--- src/mvm_pkg.sv ---
// Shared constants, types and control struct for the matrix-vector multiply stream.
// Used by mvm_wmem, mvm_cell and matrix_vector_multiply_stream; no dependencies.
package mvm_pkg;

	localparam int MAX_INNER = 256;
	localparam int MAX_COLS  = 64;
	localparam int DEPTH     = MAX_INNER * MAX_COLS;

	localparam int ADDR_W    = $clog2(DEPTH);
	localparam int INNER_W   = $clog2(MAX_INNER + 1);
	localparam int COLS_W    = $clog2(MAX_COLS + 1);
	localparam int EC_W      = (MAX_INNER > 1) ? $clog2(MAX_INNER) : 1;
	localparam int CIDX_W    = (MAX_COLS > 1) ? $clog2(MAX_COLS) : 1;

	localparam int VALUE_W   = 16;
	localparam int PROD_W    = 32;
	localparam int ACC_W     = 48;
	localparam int COLUMN_W  = 6;
	localparam int ILEN_W    = 9;
	localparam int OCOLS_W   = 7;
	localparam int ROWS_W    = 16;
	localparam int CFG_W     = 16;
	localparam int CFG_IDX_W = 2;
	localparam int OUT_DATA_W = 56;

	typedef logic [ADDR_W-1:0]    addr_t;
	typedef logic [ADDR_W:0]      addr_ext_t;
	typedef logic [INNER_W-1:0]   inner_t;
	typedef logic [INNER_W:0]     inner_ext_t;
	typedef logic [COLS_W-1:0]    cols_t;
	typedef logic [EC_W-1:0]      ec_t;
	typedef logic [CIDX_W-1:0]    cidx_t;
	typedef logic [ROWS_W:0]      rows_ext_t;
	typedef logic signed [VALUE_W-1:0] value_t;
	typedef logic signed [PROD_W-1:0]  prod_t;
	typedef logic signed [ACC_W-1:0]   acc_t;

	localparam logic [CFG_IDX_W-1:0] CFG_INNER_LEN   = 2'd0;
	localparam logic [CFG_IDX_W-1:0] CFG_OUT_COLS    = 2'd1;
	localparam logic [CFG_IDX_W-1:0] CFG_ROWS_IN_USE = 2'd2;

	localparam logic OP_LOAD = 1'b0;
	localparam logic OP_ROW  = 1'b1;

	typedef struct packed {
		logic w_shift;
		logic mul;
		logic acc;
		logic capture;
		logic res_shift;
	} cell_ctl_t;

endpackage

--- src/mvm_cell.sv ---
// One column cell: weight shift stage, multiplier, accumulator and result shift stage.
// Depends on mvm_pkg.
module mvm_cell (
	input  logic                  clk,
	input  logic                  arst_n,
	input  mvm_pkg::cell_ctl_t    ctl,
	input  logic                  active,
	input  mvm_pkg::value_t       x,
	input  mvm_pkg::value_t       w_in,
	output mvm_pkg::value_t       w_out,
	input  mvm_pkg::acc_t         res_in,
	output mvm_pkg::acc_t         res_out
);

	mvm_pkg::value_t w_q;
	mvm_pkg::prod_t  prod_q;
	mvm_pkg::acc_t   acc_q;
	mvm_pkg::acc_t   res_q;
	mvm_pkg::acc_t   sum;

	assign sum = acc_q + mvm_pkg::acc_t'(prod_q);

	always_ff @(posedge clk) begin
		if (ctl.w_shift) begin
			w_q <= w_in;
		end
		if (ctl.mul) begin
			prod_q <= x * w_q;
		end
		if (ctl.capture) begin
			res_q <= sum;
		end else if (ctl.res_shift) begin
			res_q <= res_in;
		end
	end

	always_ff @(posedge clk or negedge arst_n) begin
		if (!arst_n) begin
			acc_q <= '0;
		end else if (ctl.capture) begin
			acc_q <= '0;
		end else if (ctl.acc && active) begin
			acc_q <= sum;
		end
	end

	assign w_out   = w_q;
	assign res_out = res_q;

endmodule

--- config.mk ---
export PLATFORM = sky130hd
export DESIGN_NAME = mvm_cell
export DESIGN_NICKNAME = d
export VERILOG_FILES = /design/src/mvm_pkg.sv /design/src/mvm_cell.sv
export SDC_FILE = /design/constraint.sdc
export NUM_CORES = 1
export LEC_CHECK = 0
export BUFFER_PORTS_ARGS = -buffer_cell sky130_fd_sc_hd__buf_2
export CAP_MARGIN = 10
export CORE_UTILIZATION = 55
export CTS_CLUSTER_DIAMETER = 40
export DETAILED_ROUTE_END_ITERATION = 8
export HOLD_SLACK_MARGIN = 0.08
export PLACE_DENSITY = 0.8
export SLEW_MARGIN = 20
export SYNTH_ARGS = -nofsm -noshare
export SYNTH_HDL_FRONTEND = slang
export SYNTH_SLANG_ARGS = --single-unit
--- constraint.sdc ---
create_clock -name clk -period 16.8 [get_ports clk]
set_input_delay 0.84 -clock clk [delete_from_list [all_inputs] [get_ports clk]]
set_output_delay 0.84 -clock clk [all_outputs]
set_load 0.005 [all_outputs]
# [Word level (Yosys, flattened, before mapping)]
# Index checks and enable logic that the tools add are counted.
[classes] muxes=4 eq_ne=0 n_shift=0 reduce_logical=3 addsub=1 n_div=0 n_bitwise=0 multipliers=1 order_cmp=0
[op_table] operator="$mux W48" n=4
[op_table] operator="$add A48 B32 Y48" n=1
[op_table] operator="$mul A16 B16 Y32" n=1
[op_table] operator="$reduce_bool A2 Y1" n=2
[op_table] operator="$logic_and A1 B1 Y1" n=1
[totals] elab_cells=13 ff_bits=144 out_inout_bits=64 rom_bits=0 latch_bits=0 mem_bits_rw=0 memories=0

# [Depth between registers and ports, before layout]
[depth] ltp_word=3 depth_mapped=24

# [Worst setup path after synthesis]
# No wires, ideal clock.
[synth_timing] kind="input-to-reg" from="input x[15]" to="register prod_q[27] (data pin)" setup_ps=135 stages=19 required_time_ps=16665 arrival_time_ps=6388 slack_ps=10277 path_cell_list="clkbuf_1 nand2_1 fa_1 inv_1 fa_1 inv_1 fa_1 fa_1 fa_1 fa_1 inv_1 ha_1 and2_1 nor2b_1 or3_1 o211ai_1 a21boi_1 or4_1 nand3_1"
[synth_between] elab_chain_len=1
[synth_lines] item="from (decl)" line_no="mvm_cell.sv:8" text="input mvm_pkg::value_t x,"
[synth_lines] item="$mul A16 B16 Y32" line_no="mvm_cell.sv:28" text="prod_q <= x * w_q;"
[synth_lines] item="to (signal assigned)" line_no="mvm_cell.sv:28"
[synth_lines] item="to (decl)" line_no="mvm_cell.sv:16" text="mvm_pkg::prod_t prod_q;"
# No other way between the ends.
# A chain may end at the register's enable or synchronous reset.

# [Worst setup path in the final report]
[layout_timing] from="register w_q[1], in the netlist w_out[1]" to="register prod_q[27] (data pin)"
[layout_between] elab_chain_len=1
[layout_lines] item="from (decl)" line_no="mvm_cell.sv:15" text="mvm_pkg::value_t w_q;"
[layout_lines] item="from (signal assigned)" line_no="mvm_cell.sv:25" text="w_q <= w_in;"
[layout_lines] item="$mul A16 B16 Y32" line_no="mvm_cell.sv:28"
# No other way between the ends.

==> flow_summary.yaml <==
outcome:
  status: "finished, final reports clean"
placement:
  portBuffers: 151
  placed_area_mm2: 0.01938
  gp_congestion: 0.9415
  dp_hpwl_um: 33680
grt:
  grt_max_degree: 71
  antenna_found_initial: 0
  grt_pass1_wl_um: 72400
  gr-total-overflow: 0
  first_global_vias: 14591
  grtUsageTotal_pct: 27.17
drt:
  drt_wl_total_um: 43550
  drc: 0
  drt-initial-drc-count: 1130
  wl_per_cell_um: 17.70
  drt_pass1_iterations: 5
  antenna_left: 0
  vias: 14014
  avgViaCountPerCell: 5.697
cts:
  cts_buffer_depth: 2
  cts_setup_buffers: 0
  cts_tree: "yes"
  path_clk_slew_ns: 0.07
  numCtsBuffers: 17
  hold_buffers: 0
  htreeDepth: 4
  clock_latency_ns: 0.45
  post_cts_resized: 0
  cts_sinks: 144
  cts_root_buffer: "clkbuf_16"
setup_path:
  critical_path_class: "reg -> reg"
  required_ns: 17.12
  crit_path_end_kind: "flip-flop"
  startpoint_type: "flip-flop"
  arrival_ns: 7.16
  crit_fanout: 17
synth:
  synth-adder-area-share_pct: 37.53
  synth_mux_area_share_pct: 2.375
  yosys.area_share.simple_pct: 14.93
  synth_area_per_cell_um2: 9.608
  yosysTopAreaCell: "fa_1"
  ys_types: 72
  ys.warnings.count: 0
  yosysSeqAreaShare_pct: 22.28
  synth-xor-area-share_pct: 3.344
  synth_area_mm2: 0.01833
  synth_top_cell_area_share_pct: 28.72
  ys_ff_latch: 144
  syn_nets: 2388
  synth_top_family_by_area: "adder cells"
  synthCells: 1908
  synthFlopType: "edfxtp_1"
  synth_area_leaders: "fa_1, edfxtp_1, ha_1"
  synth_compound_area_share_pct: 11.08
  synth_enable_flop_cells: 96
  synthArstFlopShare_pct: 33.33
finish:
  final_util_pct: 61.16
  drive_gt1_share_pct: 11.94
  fin_nets: 2485
  final_cell_mix: "inv_1, fa_1, nand2_1"
  n_fill_cell: 2687
  diodes: 0
  multi_input_area_mm2: 0.01270
  final-seq-area_mm2: 0.004084
  final_common_cell: "inv_1"
  area_growth_pct: 9.098
  final_cell_area_mm2: 0.02000
die:
  die_y_um: 184.6
  core_area_mm2: 0.03270
  die_w_um: 184.6
  start_util_pct: 56.06
  die-area_mm2: 0.03406
  io-pin-count: 152
  std_cell_rows: 66
hold_path:
  hold_path_class: "reg -> reg"
timing:
  grt_setup_unrepaired: "false"
  drv_slew: 0
  hold_viol: 0
  clock_skew_ns: 0.009177
  fin_tns_setup_ns: 0
  min_period_ns: 6.841
  fmax_ghz: 0.1462
  slew-limit-headroom_pct: 27.16
  setup_viol: 0
  period_share_pct: 40.72
  worst_slew_pin_slew_ns: 1.089
run:
  drv_cap: 0
==> synth_stat cells, types with 31 or more instances <==
master / number
a21oi_1: 106
and2_1: 131
clkbuf_1: 69
dfrtp_1: 48
edfxtp_1: 96
fa_1: 263
ha_1: 129
inv_1: 331
mux2_2: 35
nand2_1: 205
nor2_1: 63
o21ai_0: 31
xnor2_1: 49
==> critical path: stages, from the launching register on <==
cell and delay (ns):
edfxtp_1 0.81, nand2_1 0.20, fa_1 0.54, fa_1 0.59, fa_1 0.46, fa_1 0.55, inv_1 0.05, fa_1 0.48
inv_1 0.05, fa_1 0.47, inv_1 0.04, ha_1 0.34, and3_1 0.23, and3_1 0.21, nor4_1 0.50, a21oi_1 0.22
o211ai_1 0.30, a21boi_1 0.14, or4_1 0.41, nand3_1 0.09
==> worst paths after layout <==
path	from	end	slack [ns]	depth (start not counted)
worst max-delay path	w_out[1]$_DFFE_PP_	prod_q[27]$_DFFE_PP_	9.96	19
worst min-delay path	acc_q[22]$_DFFE_PN0P_	acc_q[22]$_DFFE_PN0P_	0.51	1
worst max register to register	w_out[1]$_DFFE_PP_	prod_q[27]$_DFFE_PP_	9.96	19
worst min register to register	acc_q[22]$_DFFE_PN0P_	acc_q[22]$_DFFE_PN0P_	0.51	1
max in group asynchronous	arst_n	acc_q[32]$_DFFE_PN0P_	15.81	2
min in group asynchronous	arst_n	acc_q[22]$_DFFE_PN0P_	0.53	2
==> stage by stage <==
step | setup WS [ns] | cells | hold slack (ns)
6_report | 9.959 | 2460 | 0.5146
5_1_grt | 9.699 | 2460 | 0.5303
4_1_cts | 10.08 | 2460 | 0.5129
3_5_place_dp | 9.824 | 2428 | 0.4944
3_3_place_gp | 9.959 | 2428 | 0.4773
2_1_floorplan | 10.28 | 1908 | 0.4538
==> registers in the layout, indices dropped and copies added (netlist names) <==
register / count
prod_q: 32
acc_q: 48
w_out: 16
res_out: 48
==> cell type report <==
| cell class | count | area share (%) |
|---|---|---|
| Clock buffer | 20 | 2.334 |
| Clock inverter | 12 | 0.7382 |
| Inverter | 332 | 6.231 |
| Multi-Input combinational cell | 1353 | 63.49 |
| Sequential cell | 144 | 20.42 |
| Tap cell | 442 | 2.765 |
| Timing Repair Buffer | 157 | 4.017 |
==> routing by layer <==
metal	up-vias	GRT usage (%)	share of wire, %
met4	0	8.733	2.1
met1	6892	36.04	43
met2	605	45.54	48
li1	6434	-	-
met5	-	0	0
met3	83	4.327	7.1
==> logic make-up (layout without fill, tap and decap cells) <==
group                      count (synthesis)  after routing
and+or+nand+nor                          548            548
buffers and inverters                    411            521
adders and majority gates                392            392
AOI/OAI and AO/OA                        304            304
DFF                                      144            144
xor gates and xnor gates                  70             70
muxes                                     39             39
Power is left out: the tool's default activity adds up to more than one toggle a clock period on the data nets, which glitch-free logic cannot reach.
